### config.mk
export PLATFORM = sky130hd
export DESIGN_NAME = string_edit_filter
export DESIGN_NICKNAME = d
export VERILOG_FILES = /design/src/sv/sef_pkg.sv /design/src/sv/sef_front.sv /design/src/sv/sef_queue.sv /design/src/sv/sef_back.sv /design/src/sv/string_edit_filter.sv
export SDC_FILE = /design/constraint.sdc
export NUM_CORES = 1
export LEC_CHECK = 0
export BUFFER_PORTS_ARGS = -buffer_cell sky130_fd_sc_hd__buf_2
export CORE_MARGIN = 4
export CORE_UTILIZATION = 60
export DETAILED_ROUTE_END_ITERATION = 12
export GPL_TIMING_DRIVEN = 1
export MAX_ROUTING_LAYER = met4
export PLACE_DENSITY = 0.78
export SYNTH_ARGS = -nofsm -noshare
export SYNTH_HDL_FRONTEND = slang
export SYNTH_SLANG_ARGS = --single-unit
### constraint.sdc
create_clock -name i_clk -period 7.6 [get_ports i_clk]
set_input_delay 0.38 -clock i_clk [delete_from_list [all_inputs] [get_ports i_clk]]
set_output_delay 0.38 -clock i_clk [all_outputs]
set_load 0.1 [all_outputs]
### src/sv/sef_pkg.sv
// ============================================================================
// sef_pkg - shared types and constants of the string edit filter
// Item structs, the front-to-back command, and character codes.
// ============================================================================
package sef_pkg;

    typedef struct packed {
        logic [7:0] in_char;
        logic       in_present;
        logic       in_last;
    } t_in_item;

    typedef struct packed {
        logic [7:0] out_char;
        logic       out_present;
        logic       out_last;
        logic       pending_overflow;
    } t_out_item;

    // What the back does with the character of one item
    typedef enum logic [1:0] {
        ACT_NONE = 2'd0,
        ACT_HOLD = 2'd1,
        ACT_EMIT = 2'd2
    } t_act;

    typedef struct packed {
        t_act       act;
        logic [7:0] ch;
        logic       last;
        logic       end_flush;
    } t_cmd;

    localparam int FLAG_W = 9;
    localparam int QUEUE_DEPTH = 4;
    localparam int QUEUE_AW = 2;

    // edit_flags bit positions
    localparam int FLG_PARITY   = 0;
    localparam int FLG_SPACES   = 1;
    localparam int FLG_CONTROLS = 2;
    localparam int FLG_LEADING  = 3;
    localparam int FLG_COLLAPSE = 4;
    localparam int FLG_UPPER    = 5;
    localparam int FLG_BRACKETS = 6;
    localparam int FLG_TRAILING = 7;
    localparam int FLG_QUOTES   = 8;

    localparam logic [7:0] CH_NUL    = 8'h00;
    localparam logic [7:0] CH_TAB    = 8'h09;
    localparam logic [7:0] CH_LF     = 8'h0a;
    localparam logic [7:0] CH_FF     = 8'h0c;
    localparam logic [7:0] CH_CR     = 8'h0d;
    localparam logic [7:0] CH_ESC    = 8'h1b;
    localparam logic [7:0] CH_SPACE  = 8'h20;
    localparam logic [7:0] CH_DQUOTE = 8'h22;
    localparam logic [7:0] CH_SQUOTE = 8'h27;
    localparam logic [7:0] CH_LPAREN = 8'h28;
    localparam logic [7:0] CH_RPAREN = 8'h29;
    localparam logic [7:0] CH_LBRACK = 8'h5b;
    localparam logic [7:0] CH_RBRACK = 8'h5d;
    localparam logic [7:0] CH_LOWER_A = 8'h61;
    localparam logic [7:0] CH_LOWER_Z = 8'h7a;
    localparam logic [7:0] CH_DEL    = 8'h7f;
    localparam logic [7:0] CASE_OFFSET = 8'h20;

    function automatic logic is_ws(input logic [7:0] c);
        return (c == CH_SPACE) || (c == CH_TAB);
    endfunction

    function automatic logic is_ctrl(input logic [7:0] c);
        return (c == CH_CR) || (c == CH_LF) || (c == CH_FF) || (c == CH_ESC) ||
               (c == CH_NUL) || (c == CH_DEL);
    endfunction

endpackage

### src/sv/sef_front.sv
// ============================================================================
// sef_front - item intake and character editing
// Applies the edit modes to each accepted item, keeps the per-string state
// and turns the item into one command for the back.
// ============================================================================
module sef_front (
    input  logic                        i_clk,
    input  logic                        i_rst_n,
    input  logic                        i_cfg_valid,
    input  logic [sef_pkg::FLAG_W-1:0]  i_cfg_data,
    input  logic                        i_in_valid,
    input  sef_pkg::t_in_item           i_in,
    input  logic                        i_queue_full,
    output logic                        o_push,
    output sef_pkg::t_cmd               o_cmd
);

    logic [sef_pkg::FLAG_W-1:0] r_edit_flags;
    logic [7:0]                 r_open_quote;
    logic                       r_leading_done;
    logic                       r_space_run;

    logic [7:0] n_open_quote;
    logic       n_leading_done;
    logic       n_space_run;

    logic       accept;
    logic       quoted;
    logic       keep;
    logic [7:0] c;
    logic [7:0] q_next;
    logic       lead_next;
    logic       run_next;
    logic       trailing;

    assign accept   = i_in_valid && !i_queue_full;
    assign quoted   = (r_open_quote != sef_pkg::CH_NUL);
    assign trailing = r_edit_flags[sef_pkg::FLG_TRAILING];

    always_comb begin
        c         = i_in.in_char;
        keep      = i_in.in_present;
        q_next    = r_open_quote;
        lead_next = r_leading_done;
        run_next  = r_space_run;

        if (r_edit_flags[sef_pkg::FLG_PARITY] && !quoted) begin
            c[7] = 1'b0;
        end
        if (r_edit_flags[sef_pkg::FLG_SPACES] && sef_pkg::is_ws(c) && !quoted) begin
            keep = 1'b0;
        end
        if (keep && r_edit_flags[sef_pkg::FLG_CONTROLS] && !quoted && sef_pkg::is_ctrl(c)) begin
            keep = 1'b0;
        end
        if (keep && r_edit_flags[sef_pkg::FLG_LEADING] && !r_leading_done) begin
            if (sef_pkg::is_ws(c)) begin
                keep = 1'b0;
            end else begin
                lead_next = 1'b1;
            end
        end
        if (keep && r_edit_flags[sef_pkg::FLG_COLLAPSE] && !quoted) begin
            if (sef_pkg::is_ws(c)) begin
                c = sef_pkg::CH_SPACE;
                if (r_space_run) begin
                    keep = 1'b0;
                end else begin
                    run_next = 1'b1;
                end
            end else begin
                run_next = 1'b0;
            end
        end
        if (keep && !quoted) begin
            if (r_edit_flags[sef_pkg::FLG_UPPER] &&
                c >= sef_pkg::CH_LOWER_A && c <= sef_pkg::CH_LOWER_Z) begin
                c = c - sef_pkg::CASE_OFFSET;
            end
            if (r_edit_flags[sef_pkg::FLG_BRACKETS]) begin
                if (c == sef_pkg::CH_LBRACK) begin
                    c = sef_pkg::CH_LPAREN;
                end else if (c == sef_pkg::CH_RBRACK) begin
                    c = sef_pkg::CH_RPAREN;
                end
            end
        end
        // quote tracking; a quote opened earlier stays open even if the mode is cleared
        if (keep && r_edit_flags[sef_pkg::FLG_QUOTES]) begin
            if (quoted) begin
                if (c == r_open_quote) begin
                    q_next = sef_pkg::CH_NUL;
                end
            end else if (c == sef_pkg::CH_DQUOTE || c == sef_pkg::CH_SQUOTE) begin
                q_next = c;
            end
        end

        // end of string clears the per-string state
        if (i_in.in_last) begin
            n_open_quote   = sef_pkg::CH_NUL;
            n_leading_done = 1'b0;
            n_space_run    = 1'b0;
        end else begin
            n_open_quote   = q_next;
            n_leading_done = lead_next;
            n_space_run    = run_next;
        end

        if (!keep) begin
            o_cmd.act = sef_pkg::ACT_NONE;
        end else if (sef_pkg::is_ws(c) && trailing) begin
            o_cmd.act = sef_pkg::ACT_HOLD;
        end else begin
            o_cmd.act = sef_pkg::ACT_EMIT;
        end
        o_cmd.ch        = c;
        o_cmd.last      = i_in.in_last;
        o_cmd.end_flush = !(trailing && (q_next == sef_pkg::CH_NUL));
    end

    assign o_push = accept && ((o_cmd.act != sef_pkg::ACT_NONE) || i_in.in_last);

    always_ff @(posedge i_clk) begin
        if (!i_rst_n) begin
            r_edit_flags   <= '0;
            r_open_quote   <= sef_pkg::CH_NUL;
            r_leading_done <= 1'b0;
            r_space_run    <= 1'b0;
        end else begin
            if (i_cfg_valid) begin
                r_edit_flags <= i_cfg_data;
            end
            if (accept) begin
                r_open_quote   <= n_open_quote;
                r_leading_done <= n_leading_done;
                r_space_run    <= n_space_run;
            end
        end
    end

endmodule

### src/sv/sef_queue.sv
// ============================================================================
// sef_queue - command queue between front and back
// Small first-in first-out store of edit commands.
// ============================================================================
module sef_queue (
    input  logic          i_clk,
    input  logic          i_rst_n,
    input  logic          i_push,
    input  sef_pkg::t_cmd i_cmd,
    input  logic          i_pop,
    output logic          o_full,
    output logic          o_empty,
    output sef_pkg::t_cmd o_cmd
);

    localparam int CNT_W = sef_pkg::QUEUE_AW + 1;

    sef_pkg::t_cmd                 r_slot [sef_pkg::QUEUE_DEPTH];
    logic [sef_pkg::QUEUE_AW-1:0]  r_wr_ptr;
    logic [sef_pkg::QUEUE_AW-1:0]  r_rd_ptr;
    logic [CNT_W-1:0]              r_count;

    logic do_push;
    logic do_pop;

    assign o_full  = (r_count == CNT_W'(sef_pkg::QUEUE_DEPTH));
    assign o_empty = (r_count == '0);
    assign o_cmd   = r_slot[r_rd_ptr];
    assign do_push = i_push && !o_full;
    assign do_pop  = i_pop && !o_empty;

    always_ff @(posedge i_clk) begin
        if (!i_rst_n) begin
            r_wr_ptr <= '0;
            r_rd_ptr <= '0;
            r_count  <= '0;
        end else begin
            if (do_push) begin
                r_wr_ptr <= r_wr_ptr + 1'b1;
            end
            if (do_pop) begin
                r_rd_ptr <= r_rd_ptr + 1'b1;
            end
            if (do_push && !do_pop) begin
                r_count <= r_count + 1'b1;
            end else if (do_pop && !do_push) begin
                r_count <= r_count - 1'b1;
            end
        end
        if (do_push) begin
            r_slot[r_wr_ptr] <= i_cmd;
        end
    end

    a_no_push_when_full: assert property (@(posedge i_clk) disable iff (!i_rst_n)
        i_push |-> !o_full)
        else $error("command pushed into full queue");

    a_no_pop_when_empty: assert property (@(posedge i_clk) disable iff (!i_rst_n)
        i_pop |-> !o_empty)
        else $error("command popped from empty queue");

endmodule

### src/sv/sef_back.sv
// ============================================================================
// sef_back - command execution and result output
// Holds pending whitespace in a shift line, flushes it ahead of kept
// characters or, on end_flush, at end of string (else drops it), and drives
// the result register.
module sef_back #(
    parameter int HOLD_DEPTH = 63
) (
    input  logic                i_clk,
    input  logic                i_rst_n,
    input  logic                i_empty,
    input  sef_pkg::t_cmd       i_cmd,
    output logic                o_pop,
    output logic                o_out_valid,
    input  logic                i_out_stall,
    output sef_pkg::t_out_item  o_out
);

    localparam int CNT_W = $clog2(HOLD_DEPTH + 1);
    localparam int IDX_W = (HOLD_DEPTH > 1) ? $clog2(HOLD_DEPTH) : 1;

    typedef enum logic {
        PH_CHAR,
        PH_END
    } t_phase;

    logic                   r_busy,      n_busy;
    t_phase                 r_phase,     n_phase;
    logic                   r_emitted,   n_emitted;
    logic [CNT_W-1:0]       r_cnt,       n_cnt;
    logic                   r_out_valid, n_out_valid;
    sef_pkg::t_cmd          r_cmd,       n_cmd;
    logic [HOLD_DEPTH-1:0]  r_held,      n_held;
    sef_pkg::t_out_item     r_out,       n_out;

    logic                   can_emit;
    logic                   emit;
    sef_pkg::t_out_item     e_item;
    logic [7:0]             head_char;
    logic                   new_tab;
    logic                   store_full;
    logic [IDX_W-1:0]       wr_idx;

    assign can_emit   = !r_out_valid || !i_out_stall;
    assign head_char  = r_held[0] ? sef_pkg::CH_TAB : sef_pkg::CH_SPACE;
    assign new_tab    = (r_cmd.ch == sef_pkg::CH_TAB);
    assign store_full = (r_cnt == CNT_W'(HOLD_DEPTH));
    assign wr_idx     = r_cnt[IDX_W-1:0];

    always_comb begin
        n_busy      = r_busy;
        n_phase     = r_phase;
        n_emitted   = r_emitted;
        n_cnt       = r_cnt;
        n_cmd       = r_cmd;
        n_held      = r_held;
        n_out_valid = r_out_valid && i_out_stall;
        n_out       = r_out;
        o_pop       = 1'b0;
        emit        = 1'b0;
        e_item      = '0;

        if (!r_busy) begin
            if (!i_empty) begin
                o_pop     = 1'b1;
                n_cmd     = i_cmd;
                n_busy    = 1'b1;
                n_phase   = PH_CHAR;
                n_emitted = 1'b0;
            end
        end else if (can_emit) begin
            unique case (r_phase)
                PH_CHAR: begin
                    unique case (r_cmd.act)
                        sef_pkg::ACT_HOLD: begin
                            if (store_full) begin
                                // oldest held char goes out early
                                emit                    = 1'b1;
                                e_item.out_char         = head_char;
                                e_item.out_present      = 1'b1;
                                e_item.out_last         = r_cmd.last && !r_cmd.end_flush;
                                e_item.pending_overflow = 1'b1;
                                n_held                  = r_held >> 1;
                                n_held[HOLD_DEPTH-1]    = new_tab;
                            end else begin
                                n_held[wr_idx] = new_tab;
                                n_cnt          = r_cnt + 1'b1;
                            end
                            if (r_cmd.last) begin
                                n_phase = PH_END;
                            end else begin
                                n_busy = 1'b0;
                            end
                        end
                        sef_pkg::ACT_EMIT: begin
                            emit               = 1'b1;
                            e_item.out_present = 1'b1;
                            if (r_cnt != '0) begin
                                e_item.out_char = head_char;
                                n_held          = r_held >> 1;
                                n_cnt           = r_cnt - 1'b1;
                            end else begin
                                e_item.out_char = r_cmd.ch;
                                e_item.out_last = r_cmd.last;
                                n_busy          = 1'b0;
                            end
                        end
                        default: begin
                            if (r_cmd.last) begin
                                n_phase = PH_END;
                            end else begin
                                n_busy = 1'b0;
                            end
                        end
                    endcase
                end
                PH_END: begin
                    if (r_cmd.end_flush && (r_cnt != '0)) begin
                        emit               = 1'b1;
                        e_item.out_char    = head_char;
                        e_item.out_present = 1'b1;
                        e_item.out_last    = (r_cnt == CNT_W'(1));
                        n_held             = r_held >> 1;
                        n_cnt              = r_cnt - 1'b1;
                        if (r_cnt == CNT_W'(1)) begin
                            n_busy = 1'b0;
                        end
                    end else begin
                        n_cnt  = '0;
                        n_busy = 1'b0;
                        if (!r_emitted) begin
                            // bare end marker
                            emit            = 1'b1;
                            e_item.out_last = 1'b1;
                        end
                    end
                end
                default: begin
                    n_busy = 1'b0;
                end
            endcase
        end

        if (emit) begin
            n_out_valid = 1'b1;
            n_out       = e_item;
            n_emitted   = 1'b1;
        end
    end

    always_ff @(posedge i_clk) begin
        if (!i_rst_n) begin
            r_busy      <= 1'b0;
            r_phase     <= PH_CHAR;
            r_emitted   <= 1'b0;
            r_cnt       <= '0;
            r_out_valid <= 1'b0;
        end else begin
            r_busy      <= n_busy;
            r_phase     <= n_phase;
            r_emitted   <= n_emitted;
            r_cnt       <= n_cnt;
            r_out_valid <= n_out_valid;
        end
        r_cmd  <= n_cmd;
        r_held <= n_held;
        r_out  <= n_out;
    end

    assign o_out_valid = r_out_valid;
    assign o_out       = r_out;

    a_count_bound: assert property (@(posedge i_clk) disable iff (!i_rst_n)
        r_cnt <= CNT_W'(HOLD_DEPTH))
        else $error("held whitespace count beyond store depth");

    a_count_step: assert property (@(posedge i_clk) disable iff (!i_rst_n)
        (r_busy && r_cnt != CNT_W'(HOLD_DEPTH)) |=> (r_cnt <= $past(r_cnt) + 1'b1))
        else $error("held count grew by more than one");

    a_idle_no_result: assert property (@(posedge i_clk) disable iff (!i_rst_n)
        (!r_busy && !(r_out_valid && i_out_stall)) |=> !r_out_valid)
        else $error("result produced while sequencer idle");

    a_marker_is_last: assert property (@(posedge i_clk) disable iff (!i_rst_n)
        (r_out_valid && !r_out.out_present) |-> (r_out.out_last && r_out.out_char == '0))
        else $error("end marker malformed");

endmodule

### src/sv/string_edit_filter.sv
// ============================================================================
// string_edit_filter - streaming string editor
// Edits one character per item under a 9-bit mode register.
// ============================================================================
// The front edits each accepted character in its accept cycle and pushes at
// most one command into a four-entry queue, so input keeps flowing while the
// back works. An item that is dropped and does not end a string leaves no
// command. The back loads a command into its command register while idle
// and works through it step by step before it takes the next. A held space
// or tab takes one step, with an early overflow result when the store is
// full. A kept character takes one step per held space or tab flushed ahead
// of it, plus one for itself, and carries the last mark when it ends the
// string. An end of string on any other item takes one more step per held
// character flushed, or a single step to drop the run or send the bare end
// marker. Every step waits while a result sits stalled in the output
// register. An item's first result passes through the queue, the back's
// command register and the output register. Input stalls only while the
// queue is full. Trailing whitespace is held in a HOLD_DEPTH-entry shift
// line. The mode register is written through the cfg channel, which is
// always ready, and must only be changed while the block is idle.
module string_edit_filter #(
    parameter int HOLD_DEPTH = 63
) (
    input  logic                        i_clk,
    input  logic                        i_rst_n,
    input  logic                        i_cfg_valid,
    output logic                        o_cfg_ready,
    input  logic [sef_pkg::FLAG_W-1:0]  i_cfg_data,
    input  logic                        i_in_valid,
    output logic                        o_in_stall,
    input  sef_pkg::t_in_item           i_in,
    output logic                        o_out_valid,
    input  logic                        i_out_stall,
    output sef_pkg::t_out_item          o_out
);

    logic          push;
    logic          pop;
    logic          q_full;
    logic          q_empty;
    sef_pkg::t_cmd front_cmd;
    sef_pkg::t_cmd back_cmd;

    assign o_cfg_ready = 1'b1;
    assign o_in_stall  = q_full;

    sef_front u_front (
        .i_clk        (i_clk),
        .i_rst_n      (i_rst_n),
        .i_cfg_valid  (i_cfg_valid),
        .i_cfg_data   (i_cfg_data),
        .i_in_valid   (i_in_valid),
        .i_in         (i_in),
        .i_queue_full (q_full),
        .o_push       (push),
        .o_cmd        (front_cmd)
    );

    sef_queue u_queue (
        .i_clk   (i_clk),
        .i_rst_n (i_rst_n),
        .i_push  (push),
        .i_cmd   (front_cmd),
        .i_pop   (pop),
        .o_full  (q_full),
        .o_empty (q_empty),
        .o_cmd   (back_cmd)
    );

    sef_back #(
        .HOLD_DEPTH (HOLD_DEPTH)
    ) u_back (
        .i_clk       (i_clk),
        .i_rst_n     (i_rst_n),
        .i_empty     (q_empty),
        .i_cmd       (back_cmd),
        .o_pop       (pop),
        .o_out_valid (o_out_valid),
        .i_out_stall (i_out_stall),
        .o_out       (o_out)
    );

endmodule
* Word-level counts from Yosys, hierarchy flattened *
Memories as Yosys holds them, arrays and structs flattened. A register that Yosys moved wholly into a read port is not among the register bits.
Index checks and enable logic that the tools add are counted.

storage, ports and cells
  RAM bits = 48
  output and inout bits = 14
  input bits = 24
  logic and storage cells = 206
  memories kept = 1
  bits in registers = 110

memories
  memory          depth  width  rd ports  clocked after memory_dff  write ports  RTL line         text
  u_queue.r_slot  4      12     1         1                         1            sef_queue.sv:18  sef_pkg::t_cmd r_slot [sef_pkg::QUEUE_DEPTH];

cells by class
  bitwise operators = 5
  add/subtract/negate cells = 7
  reduce and logical (&&, ||, !) cells = 64
  magnitude comparators = 4
  multiplexer cells = 79
  equal/unequal tests = 29

operators by type and width
  cell                                                                number
  one-hot mux 63 bit (2 select lines)                                 2
  two-way mux 63 bit                                                  3
  two-way mux 8 bit                                                   14
  bitwise mux 63 bit                                                  1
  == test 8 x 4 -> 1 bit (second input constant)                      6
  two-way mux 1 bit                                                   41
  one-hot mux 10 bit (2 select lines)                                 2
  == test 8 x 6 -> 1 bit (second input constant)                      4
  logical AND 1 bit                                                   26
  == test 8 x 7 -> 1 bit (second input constant)                      3
  two-way mux 6 bit                                                   4
  one-hot mux 6 bit (2 select lines)                                  2
  logical NOT 8 bit                                                   2
  inequality test 2 bit (second input constant)                       6
  two-way mux 11 bit                                                  1
  logical NOT 1 bit                                                   10
  logical OR 1 bit                                                    10
  AND reduction 2 bit                                                 5
  AND reduction 5 bit                                                 2
  two-way mux 9 bit                                                   1
  == test 8 x 5 -> 1 bit (second input constant)                      1
  == test 8 bit                                                       1
  greater-or-equal comparator 8 x 7 -> 1 bit (second input constant)  1
  less-or-equal comparator 8 x 7 -> 1 bit (second input constant)     1
  other kinds (26)                                                    39

* Depth between registers and ports, before layout *
Gate-level depths: netlist of run 1.

  depth in word-level cells = 42
  gate-level depth with buffers = 12
  mapped depth without buffers = 11

* Modules after synthesis *
From an unflattened synthesis of run 1, not the netlist that was laid out.

unflattened totals
  cell total of the unflattened synthesis = 833
  area, all modules = 9146.3 µm²

by module, submodules not included
  module              cells an instance  sequential area each (µm²)  instances  area an instance (µm²)
  sef_back            519                2782.7                      1          5313.8
  sef_queue           110                1621.6                      1          2217.1
  sef_front           202                380.4                       1          1604.0
  string_edit_filter  2                  0.0                         1          11.3

* Least setup slack after synthesis of run 1 *
OpenSTA, ideal clock, no wires.

  kind = register to register
  from = register u_queue.r_count[0]
  to = register u_queue.r_count[2]
  path slack = 3.411 ns
  required time = 7.524 ns
  cell stages (with the launch flop) = 10
  setup time = 0.076 ns
  data arrival time = 4.113 ns
  path through = dfxtp_1 > nor3b_1 > nor2b_1 > o21a_1 > ha_1 > inv_1 > fa_1 > xor2_1 > or3_1 > a21boi_0

on the way
  word-level cells in the longest chain between the ends = 8
  elaborated cells between the ends (all ways) = 19
  classes of those cells = add/sub: 2; eq/ne: 1; mux: 4; reduce/logical: 12

ends and longest elaborated chain
  item                          RTL line                          text
  start, declared               sef_queue.sv:21                   logic [CNT_W-1:0] r_count;
  start signal, assigned        sef_queue.sv:45                   r_count <= r_count + 1'b1;
  start signal, assigned        sef_queue.sv:47                   r_count <= r_count - 1'b1;
  == test 3 bit (*)             sef_queue.sv:26                   assign o_full = (r_count == CNT_W'(sef_pkg::QUEUE_DEPTH));
  named net o_in_stall          string_edit_filter.sv:30          output logic o_in_stall,
  logical NOT 1 bit (*)         sef_front.sv:36, sef_queue.sv:29
  logical AND 1 bit             sef_front.sv:36                   assign accept = i_in_valid && !i_queue_full;
  logical AND 1 bit             sef_front.sv:122                  assign o_push = accept && ((o_cmd.act != sef_pkg::ACT_NONE) || i_in.in_last);
  logical AND 1 bit (*)         sef_queue.sv:29                   assign do_push = i_push && !o_full;
  named net u_queue.do_push     sef_queue.sv:23                   logic do_push;
  logical NOT 1 bit             sef_queue.sv:46                   end else if (do_pop && !do_push) begin
  logical AND 1 bit             sef_queue.sv:46
  nonzero test 2 bit (no line)  --

The timed path passes the listed nets; every way through them passes the cells marked *. The select of a mux whose other input is x is not followed.
A chain may end at the register's enable or synchronous reset.

==> summary.md, run 1 <==
| Metric | Value |
|---|---|
| Cell count after placement | `996` |
| DRC Markers | `0` |
| Post-Synth XOR/XNOR Area | `1.01%` |
| Worst vdd ir | `0.268 mV` |
| Synth unique cells | `71` |
| Multi-input gate area | `3610 um^2` |
| Pwr dens | `349 nW/um^2` |
| Synth Register Bits | `170` |
| Starting Density | `61.7%` |
| Antenna violations before repair | `0` |
| Die Y | `128 um` |
| Tightest Pin Transition | `1.17 ns` |
| Clk Latency, worst-skew pair | `0.44 ns` |
| Area Growth Syn to Fin | `10.5%` |
| Clock buffer depth | `2` |
| GRT met3 Usage | `5.54%` |
| Cts bufs inserted | `17` |
| RSZ-0062 raised after global routing | `false` |
| Final Cycle Share | `47.3%` |
| Top Usage Layer GRT | `met2` |
| Slew Limit Headroom | `21.6%` |
| Placeable core area | `14000 um^2` |
| Worst-path clk slew | `0.06 ns` |
| Gpl congestion | `0.875` |
| Tmin final | `3.59 ns` |
| Outcome | `finished clean` |
| Sequential-to-total area share from yosys stat | `54.7%` |
| Static Leak | `3.33 nW` |
| Sequential Area | `4740 um^2` |
| DR pass1 iterations | `5` |
| Final Max Slew Viols | `0` |
| Final worst slack | `4.01 ns` |
| CTS H-Tree Depth | `4` |
| TritonCTS clock tree | `built` |
| Port bufs | `36` |
| Setup_tns | `0 ns` |
| Met2 Usage GRT | `41.0%` |
| Setup crit end kind | `flop` |
| Wire per inst | `19.8 um` |
| MaxCap Viol Count | `0` |
| Post-CTS setup repair buffer count | `0` |
| Primary FF master, synth | `edfxtp_1` |
| Post-synthesis adder-cell area fraction | `1.82%` |
| Net Count, Synth | `868` |
| Drt via density | `6.43` |
| Detailed Route WL | `20400 um` |
| Non-filler instance count after layout | `1028` |
| Pin count of the biggest net entering global routing | `125` |
| Final setup fails | `0` |
| Post-Synthesis Cells | `832` |
| Ports | `38` |
| Synth Area in Simple Gates | `16.4%` |
| Final #Nets | `871` |
| Vias | `6610` |
| Grt ovf | `0` |
| Clk sinks | `170` |
| EDFF count, synth | `134` |
| Rows | `43` |
| Ys async rst share | `0%` |
| GRT Total Usage | `26.4%` |
| HPWL after detailed placement | `13800 um` |
| Worst endpoint required time | `7.72 ns` |
| CTS root buffer | `clkbuf_16` |
| YS warnings | `0` |
| GR Layer Usage met1 | `35.7%` |
| Layout cells sized above 1 | `12.7%` |
| Post-Place Setup Slack | `3.87 ns` |
| Fill cell count | `1015` |
| Main combinational cell family by area after synthesis | `compound AO/OA/AOI/OAI gates` |
| WS Path Type | `flop to flop` |
| Arrival time worst endpoint | `3.72 ns` |
| Post_cts resized | `0` |
| Fmax | `0.278 GHz` |
| DIE AREA | `16400 um^2` |
| Compound-Gate Fraction of Synth Area | `17.5%` |
| Hold crit path type | `input pin to flop` |
| Skew final | `0.0151 ns` |
| Vias in the first global route | `6308` |
| Worst-path fanout max | `9` |
| First-pass GRT wire length | `32800 um` |
| Final hold vios | `0` |
| Synth Cell Area | `8670 um^2` |
| N_diodes | `0` |
| Post-route ant nets | `0` |
| # hold bufs at CTS | `0` |
| Syn avg cell area | `10.4 um^2` |
| Mux cell area share after synthesis | `4.50%` |
| Die Wd | `128 um` |
| Initial drt markers | `838` |
| Startpoint types | `flop` |
## flip-flops by register name (all words and copies together) (netlist names), 3 cells and up
register / flops
u_back.r_cnt: 6
u_back.r_held: 63
u_front.r_edit_flags: 9
u_back.o_out: 11
u_queue.r_count: 3
u_back.r_cmd: 12
u_queue.r_slot: 48
u_front.r_open_quote: 8
## cell type report
type	instances	area share (%)
flip-flops and latches	170	49.5
clock buffers	17	4.44
inverters	26	1.02
multi-input cells	575	37.7
clock inverters	15	2.38
repair buffers	45	2.59
well taps	180	2.35
## report_power, final
group | switching [mW] | internal [mW] | total (mW)
clock network | 0.388 | 0.565 | 0.953
logic | 0.710 | 0.374 | 1.08
registers | 0.110 | 1.20 | 1.31
## cells by family after synthesis
kind of cell	count (synthesis)
AND/OR/NAND/NOR	295
AO/OA/AOI/OAI	233
flip-flops	170
buffers and inverters	87
multiplexers	24
adder cells (fa/ha/maj)	12
XOR/XNOR	10
other	1
## worst paths after layout
check / slack (ns) / to / cells past startpoint / from
worst max register to register: 4.01 / u_queue.r_slot[1][10] / 9 / u_front.r_open_quote[1]
worst min-delay path: 0.19 / u_front.r_edit_flags[4] / 3 / i_cfg_data[4]
worst min register to register: 0.48 / u_front.r_open_quote[7] / 2 / u_front.r_open_quote[7]
worst max-delay path: 4.01 / u_queue.r_slot[1][10] / 9 / u_front.r_open_quote[1]
## through the flow
stage	hold WS [ns]	area [um^2]	power, mW	utilization, %
final	0.195	9580	3.35	68.2
after global routing	0.204	9580	3.54	68.2
after CTS	0.179	9580	3.35	68.2
after detailed placement	0.471	8930	2.39	63.6
after global placement	0.463	8930	2.34	63.6
after floorplan	0.436	8670	2.14	-
## routing by layer
layer | part of all wire (%) | up-vias
met5 | 0 | -
met4 | 1.7 | 0
met3 | 8.1 | 26
met2 | 48 | 339
met1 | 42 | 3174
li1 | - | 3071
## critical path: stages, from the launching register on
cell and delay, ns:
dfxtp_1 0.42, or4_4 0.58, nor2_1 0.37, a31oi_1 0.21, ha_1 0.36, o2111ai_1 0.13
a21o_1 0.25, o21bai_1 0.13, o211ai_1 0.12, a2111oi_1 0.72
## layout by cell type (no fill, tap or decap), drive strengths merged, types with 12 or more instances in the layout
| cell | instances |
|---|---|
| and2 | 21 |
| nand3 | 16 |
| edfxtp | 134 |
| nor2 | 93 |
| a21oi | 83 |
| mux4 | 12 |
| nand2 | 78 |
| o21ai | 51 |
| clkbuf | 17 |
| inv | 31 |
| dfxtp | 36 |
| mux2i | 12 |
| a22o | 31 |
| buf | 45 |
| nor2b | 12 |
| nor3 | 27 |
## cell usage after synthesis, types with 5 or more instances
master	instances	area, um^2
o21ai_1	5	25.0
dfxtp_1	36	721
ha_1	11	138
nor3b_1	5	37.5
o22ai_1	5	31.3
xnor2_1	6	52.6
nor3_1	27	135
o31ai_1	7	52.6
or3_1	6	37.5
a211oi_1	5	37.5
mux2i_1	12	120
o21ai_0	46	230
nand3_1	16	80.1
nor2_1	93	349
and2_1	21	131
a22o_1	31	272
mux4_2	12	270
edfxtp_1	134	4020
nand2_1	78	293
nand4_1	5	31.3
and3_1	7	43.8
nor2b_1	12	75.1
inv_1	23	86.3
a21oi_1	83	415
clkbuf_1	49	184
buf_1	7	26.3
a21o_1	6	45.0
a31oi_1	9	56.3
(Power assumes the default switching activity.)
==> inputs of run 2 (changes only) <==
--- a/config.mk
+++ b/config.mk
@@ -7,11 +7,11 @@
 export LEC_CHECK = 0
 export BUFFER_PORTS_ARGS = -buffer_cell sky130_fd_sc_hd__buf_2
 export CORE_MARGIN = 4
-export CORE_UTILIZATION = 60
+export CORE_UTILIZATION = 56
 export DETAILED_ROUTE_END_ITERATION = 12
 export GPL_TIMING_DRIVEN = 1
 export MAX_ROUTING_LAYER = met4
-export PLACE_DENSITY = 0.78
+export PLACE_DENSITY = 0.76
 export SYNTH_ARGS = -nofsm -noshare
 export SYNTH_HDL_FRONTEND = slang
 export SYNTH_SLANG_ARGS = --single-unit
==> constraint.sdc (replaced) <==
create_clock -name i_clk -period 3.2 [get_ports i_clk]
set_input_delay 0.16 -clock i_clk [delete_from_list [all_inputs] [get_ports i_clk]]
set_output_delay 0.16 -clock i_clk [all_outputs]
set_load 0.1 [all_outputs]
==> run 2 against run 1 <==
  * Global-route usage fell by 1.3 points
  * Design area rose by 3.0%
  * Wire length rose by 3.4%
  * Sequential cell count did not move
==> summary.md, run 2 (same netlist as run 1, synthesis figures left out) <==
| Metric | Value |
|---|---|
| Worst r2r src | `u_front.r_open_quote[4] (was u_front.r_open_quote[1])` |
| Setup crit end kind | `flop (unchanged)` |
| HPWL after detailed placement | `14100 um (was 13800 um)` |
| Port bufs | `36 (unchanged)` |
| Rows | `45 (was 43)` |
| Clk Latency, worst-skew pair | `0.43 ns (was 0.44 ns)` |
| Largest stage delay on the critical path | `0.56 ns (was 0.72 ns)` |
| Most common cell after layout, fill and taps aside | `edfxtp_1 (unchanged)` |
| Post-CTS setup repair buffer count | `0 (unchanged)` |
| Pin count of the biggest net entering global routing | `124 (was 125)` |
| Tightest Pin Transition | `1.19 ns (was 1.17 ns)` |
| Startpoint types | `flop (unchanged)` |
| Ports | `38 (unchanged)` |
| R2R depth | `11 (was 9)` |
| Crit Reg-Reg Endpoint | `u_queue.r_count[2] (was u_queue.r_slot[1][10])` |
| Commonest non-fill, non-tap cells in the layout | `edfxtp_1, nor2_1, a21oi_1 (unchanged)` |
| Fill cell count | `1161 (was 1015)` |
| Cts bufs inserted | `17 (unchanged)` |
| Top flop regs | `u_back.r_held x63, u_queue.r_slot x48, u_back.r_cmd x12 (unchanged)` |
| Critical-path cell list | `or4_4, or2_4, o2bb2ai_1, a211oi_2, o21a_1, ha_1, inv_1, fa_1, xor2_1, or3_1, a21boi_0 (was or4_4, nor2_1, a31oi_1, ha_1, o2111ai_1, a21o_1, o21bai_1, o211ai_1, a2111oi_1)` |
| Outcome | `finished clean (unchanged)` |
| First-pass GRT wire length | `34100 um (was 32800 um)` |
| Clock buffer depth | `2 (unchanged)` |
| Final hold vios | `0 (unchanged)` |
| Drt via density | `6.32 (was 6.43)` |
| Register-to-register setup slack | `0.20 ns (was 4.01 ns)` |
| Worst vdd ir | `0.410 mV (was 0.268 mV)` |
| Final setup fails | `0 (unchanged)` |
| DR pass1 iterations | `8 (was 5)` |
| Post-route ant nets | `0 (unchanged)` |
| Wire per inst | `19.6 um (was 19.8 um)` |
| Final #Nets | `910 (was 871)` |
| Detailed Route WL | `21000 um (was 20400 um)` |
| CTS root buffer | `clkbuf_16 (unchanged)` |
| Grt ovf | `0 (unchanged)` |
| Slowest CP cell | `or4_4 (was a2111oi_1)` |
| Tmin final | `3.00 ns (was 3.59 ns)` |
| MaxCap Viol Count | `0 (unchanged)` |
| Worst endpoint required time | `3.54 ns (was 7.72 ns)` |
| Vias | `6799 (was 6610)` |
| Crit path launch | `u_front.r_open_quote[4] (was u_front.r_open_quote[1])` |
| Setup_tns | `0 ns (unchanged)` |
| Crit path to | `u_queue.r_count[2] (was u_queue.r_slot[1][10])` |
| TritonCTS clock tree | `built (unchanged)` |
| Starting Density | `57.0% (was 61.7%)` |
| Placeable core area | `15200 um^2 (was 14000 um^2)` |
| Final Cycle Share | `93.8% (was 47.3%)` |
| Pwr dens | `794 nW/um^2 (was 349 nW/um^2)` |
| Largest Register | `u_back.r_held (unchanged)` |
| CTS H-Tree Depth | `4 (unchanged)` |
| Die Wd | `132 um (was 128 um)` |
| Area Growth Syn to Fin | `13.8% (was 10.5%)` |
| Vias in the first global route | `6553 (was 6308)` |
| WS Path Type | `flop to flop (unchanged)` |
| Layout cells sized above 1 | `15.8% (was 12.7%)` |
| Antenna violations before repair | `0 (unchanged)` |
| Worst hold margin | `0.0284 ns (was 0.195 ns)` |
| GRT Total Usage | `25.1% (was 26.4%)` |
| Slew Limit Headroom | `20.8% (was 21.6%)` |
| Arrival time worst endpoint | `3.34 ns (was 3.72 ns)` |
| N_diodes | `0 (unchanged)` |
| Static Leak | `3.50 nW (was 3.33 nW)` |
| Die Y | `132 um (was 128 um)` |
| DIE AREA | `17500 um^2 (was 16400 um^2)` |
| Worst-path fanout max | `5 (was 9)` |
| Max reg flops | `63 (unchanged)` |
| Skew final | `0.00952 ns (was 0.0151 ns)` |
| Final Max Slew Viols | `0 (unchanged)` |
| Worst-path clk slew | `0.07 ns (was 0.06 ns)` |
| Gpl congestion | `0.943 (was 0.875)` |
| RSZ-0062 raised after global routing | `false (unchanged)` |
| Tot Pwr | `7.83 mW (was 3.35 mW)` |
| Clk sinks | `170 (unchanged)` |
| Hold crit path type | `input pin to flop (unchanged)` |
| Initial drt markers | `931 (was 838)` |
| Fmax | `0.333 GHz (was 0.278 GHz)` |
| DRC Markers | `0 (unchanged)` |
[run 2: how the worst min path moves through the flow]
stage	startpoint	endpoint	slack, ns	cells after the start
finish	i_cfg_data[7]	u_front.r_edit_flags[7]	0.03	3
global route	i_cfg_data[7]	u_front.r_edit_flags[7]	0.02	3
CTS	i_cfg_data[7]	u_front.r_edit_flags[7]	0.02	3
detailed placement	i_cfg_data[4]	u_front.r_edit_flags[4]	0.41	3
global placement	i_cfg_data[2]	u_front.r_edit_flags[2]	0.40	3
floorplan	i_in[0]	u_queue.r_slot[0][1]	0.26	0
[run 2: layer usage]
metal	wire, um	vias to the layer above	part of all wire (%)	track usage [%]
met1	8790	3266	42	34.2
met5	0	-	0	-
met3	1690	54	8.0	4.60
met4	455	0	2.2	8.55
met2	10100	328	48	38.3
li1	-	3151	-	-
[run 2: timing repair]
item | 4_1_cts | 5_1_grt
hold buffers | 8 | 0
gates resized for setup | 0 | 4
setup endpoints to repair | 0 | 9
endpoints found under the hold margin | 8 | 0
[run 2: worst max-delay path, delay by kind of cell, from the launching register on]
kind	cells	cell delay (ns)
compound gates	4	0.86
xor+xnor	1	0.07
fa+ha+maj	2	0.39
buf+inv	1	0.08
flops	1	0.35
simple gates	3	1.16
[run 2: report_power, final]
part | internal [mW] | leakage [nW] | switching (mW)
Clock | 1.19 | 0.284 | 0.856
Sequential | 2.85 | 1.54 | 0.241
Combinational | 0.942 | 1.67 | 1.75
Total | 4.98 | 3.50 | 2.85
[run 2: cell type report]
cell class | count | area, um^2 | area share (%)
clock inverters | 11 | 120 | 1.22
well taps | 188 | 235 | 2.38
inverters | 26 | 97.6 | 0.989
clock buffers | 21 | 460 | 4.67
flip-flops and latches | 170 | 4740 | 48.1
repair buffers | 84 | 573 | 5.81
multi-input cells | 575 | 3630 | 36.8
[run 2: per-stage QoR]
step	instance area, um^2	cells	utilization (%)	worst slack, ns
floorplan	8680	832	-	0.121
global placement	9190	1035	60.4	0.135
detailed placement	9190	1035	60.4	0.0366
CTS	9850	1075	64.8	0.0121
global route	9860	1075	64.9	0.00374
finish	9860	1075	64.9	0.200
==> inputs of run 3 (changes only) <==
==> constraint.sdc (replaced) <==
create_clock -name i_clk -period 2.7 [get_ports i_clk]
set_input_delay 0.135 -clock i_clk [delete_from_list [all_inputs] [get_ports i_clk]]
set_output_delay 0.135 -clock i_clk [all_outputs]
set_load 0.1 [all_outputs]
==> run 3 against run 2 <==
  * The flow now finishes with violations (setup timing)
  * Design area is 6.6% higher
  * Die area is the same
  * Setup slack worse by 0.33 ns
  * Global-route usage rose by 0.76 points
  * Combinational power rose by 26%
  * Hold slack improved by 0.025 ns
  * First-iteration DRC count shrank 36%
  * Critical path depth did not move
  * Non-clock buffer count rose by 53
  * Sequential share of layout area decreased by 2.9 points
  * Largest cell class unchanged
  * Largest power group unchanged
==> summary.md, run 3 (same netlist as run 1, synthesis figures left out) <==
| Metric | Value |
|---|---|
| GRT Total Usage | `25.9% (was 25.1%)` |
| Setup crit end kind | `flop (unchanged)` |
| HPWL after detailed placement | `14600 um (was 14100 um)` |
| First-pass GRT wire length | `35300 um (was 34100 um)` |
| WS Path Type | `flop to flop (unchanged)` |
| Largest stage delay on the critical path | `0.56 ns (about the same)` |
| Die Y | `132 um (unchanged)` |
| Worst path bufs/invs | `2 (was 1)` |
| Worst-path fanout max | `3 (was 5)` |
| Placed cell areas | `9580 um^2 (was 9190 um^2)` |
| Largest Register | `u_back.r_held (unchanged)` |
| Final Cycle Share | `105% (was 93.8%)` |
| Rows | `45 (unchanged)` |
| TritonCTS clock tree | `built (unchanged)` |
| Initial drt markers | `595 (was 931)` |
| Worst r2r src | `u_front.r_open_quote[3] (was u_front.r_open_quote[4])` |
| Placeable core area | `15200 um^2 (unchanged)` |
| Clock buffer depth | `2 (unchanged)` |
| Slowest CP cell | `or4_4 (unchanged)` |
| Top Layer Used | `met4 (unchanged)` |
| CTS root buffer | `clkbuf_16 (unchanged)` |
| Post-route ant nets | `0 (unchanged)` |
| Skew final | `0.00671 ns (was 0.00952 ns)` |
| Tmin final | `2.83 ns (was 3.00 ns)` |
| Static Leak | `3.81 nW (was 3.50 nW)` |
| Outcome | `finished with violations (was finished clean)` |
| Final instance area | `10500 um^2 (was 9860 um^2)` |
| Grt ovf | `0 (unchanged)` |
| Port bufs | `36 (unchanged)` |
| DRC Markers | `0 (unchanged)` |
| Area Growth Syn to Fin | `21.2% (was 13.8%)` |
| Commonest non-fill, non-tap cells in the layout | `edfxtp_1, nor2_1, buf_4 (was edfxtp_1, nor2_1, a21oi_1)` |
| N_diodes | `0 (unchanged)` |
| Drt via density | `6.17 (was 6.32)` |
| Slew Limit Headroom | `54.2% (was 20.8%)` |
| Worst vdd ir | `0.655 mV (was 0.410 mV)` |
| Most common cell after layout, fill and taps aside | `edfxtp_1 (unchanged)` |
| Clk Latency, worst-skew pair | `0.44 ns (was 0.43 ns)` |
| Final worst slack | `-0.135 ns (was 0.200 ns)` |
| Setup_tns | `-1.60 ns (was 0 ns)` |
| Antenna violations before repair | `0 (unchanged)` |
| Worst endpoint required time | `3.05 ns (was 3.54 ns)` |
| WL met2 | `10900 um (was 10100 um)` |
| RSZ-0062 raised after global routing | `true (was false)` |
| Die Wd | `132 um (unchanged)` |
| Worst-path clk slew | `0.06 ns (was 0.07 ns)` |
| Post-Place Setup Slack | `-0.170 ns (was 0.0366 ns)` |
| Critical-path cell list | `or4_4, nor2_4, a31oi_4, ha_4, o2111ai_2, a21o_1, buf_4, a2111oi_4, buf_4, a31oi_1, nor3_1 (was or4_4, or2_4, o2bb2ai_1, a211oi_2, o21a_1, ha_1, inv_1, fa_1, xor2_1, or3_1, a21boi_0)` |
| Detailed Route WL | `21800 um (was 21000 um)` |
| Clk sinks | `170 (unchanged)` |
| Metal3 WL | `1390 um (was 1690 um)` |
| Layout cells sized above 1 | `23.2% (was 15.8%)` |
| DIE AREA | `17500 um^2 (unchanged)` |
| Cts bufs inserted | `17 (unchanged)` |
| Ports | `38 (unchanged)` |
| Tot Pwr | `9.64 mW (was 7.83 mW)` |
| Most used cell, CP | `buf_4` |
| Final hold vios | `0 (unchanged)` |
| CTS H-Tree Depth | `4 (unchanged)` |
| Crit path launch | `u_front.r_open_quote[3] (was u_front.r_open_quote[4])` |
| Hold path start | `i_in[0] (was i_cfg_data[7])` |
| Fmax | `0.353 GHz (was 0.333 GHz)` |
| Violated checks | `setup timing` |
| Crit path max-delay family | `compound AO/OA/AOI/OAI gates (was simple AND/OR/NAND/NOR gates)` |
| Vias | `6962 (was 6799)` |
| Wl on met1 | `8930 um (was 8790 um)` |
| DR pass1 iterations | `6 (was 8)` |
| Hold crit path type | `input pin to flop (unchanged)` |
| Final Max Slew Viols | `0 (unchanged)` |
| MaxCap Viol Count | `0 (unchanged)` |
| Fill cell count | `1076 (was 1161)` |
| Final #Nets | `963 (was 910)` |
| Max reg flops | `63 (unchanged)` |
| Pwr dens | `917 nW/um^2 (was 794 nW/um^2)` |
| Wire per inst | `19.3 um (was 19.6 um)` |
| Tightest Pin Transition | `0.677 ns (was 1.19 ns)` |
| Starting Density | `57.0% (unchanged)` |
| Startpoint types | `flop (unchanged)` |
| Vias in the first global route | `6977 (was 6553)` |
| Top flop regs | `u_back.r_held x63, u_queue.r_slot x48, u_back.r_cmd x12 (unchanged)` |
| Gpl congestion | `0.924 (was 0.943)` |
| Pin count of the biggest net entering global routing | `124 (unchanged)` |
| Final setup fails | `17 (was 0)` |
| Arrival time worst endpoint | `3.18 ns (was 3.34 ns)` |
[run 3: changes by cell type in the layout (fill, tap and decap cells not counted), moves of 3 or more]
cell      delta
buf_4       +49
clkinv_1     -3
clkinv_4     -3
inv_6        +3
[run 3: layout make-up]
| cell class | instances | area (um^2) | area share, % |
|---|---|---|---|
| multi-input combinational | 575 | 3810 | 36.3 |
| clock buffer | 19 | 433 | 4.12 |
| timing repair buffer | 137 | 993 | 9.45 |
| clock inverter | 13 | 190 | 1.81 |
| tap | 188 | 235 | 2.24 |
| sequential | 170 | 4750 | 45.1 |
| inverter | 26 | 101 | 0.964 |
[run 3: power by group]
group | internal [mW] | switching (mW)
clock network | 1.56 | 1.04
registers | 3.38 | 0.257
logic | 1.26 | 2.14
total | 6.20 | 3.44
[run 3: final timing paths]
kind | endpoint | depth (start not counted) | slack [ns]
worst min register to register | u_back.r_emitted | 2 | 0.47
worst max register to register | u_front.r_open_quote[5] | 11 | -0.13
worst min-delay path | u_queue.r_slot[1][1] | 1 | 0.05
worst max-delay path | u_front.r_open_quote[5] | 11 | -0.13
[run 3: per-stage QoR]
step / hold WS, ns / instances / utilization, %
floorplan: 0.234 / 832 / -
global placement: 0.373 / 1079 / 63.0
detailed placement: 0.379 / 1079 / 63.0
CTS: 0.0412 / 1126 / 68.4
global route: 0.0362 / 1128 / 69.1
finish: 0.0535 / 1128 / 69.1
[run 3: worst register-to-register path, stage by stage (launching register included)]
cell       delay, ns
dfxtp_1         0.31
or4_4           0.56
nor2_4          0.18
a31oi_4         0.12
ha_4            0.31
o2111ai_2       0.11
a21o_1          0.23
buf_4           0.14
a2111oi_4       0.37
buf_4           0.20
a31oi_1         0.09
nor3_1          0.15
[run 3: routing by layer]
metal,vias to the layer above,GRT usage [%]
li1,3256,-
met1,3380,32.1
met2,277,42.3
met3,49,5.89
met4,0,8.55
met5,-,-
[run 3: timing repair]
action / in CTS / in global routing
resized for setup: 12 / 17
setup endpoints to repair: 18 / 33
hold buffers: 9 / 0
hold endpoints to repair: 9 / 0
setup buffers: 6 / 2
pin swaps: 12 / 13
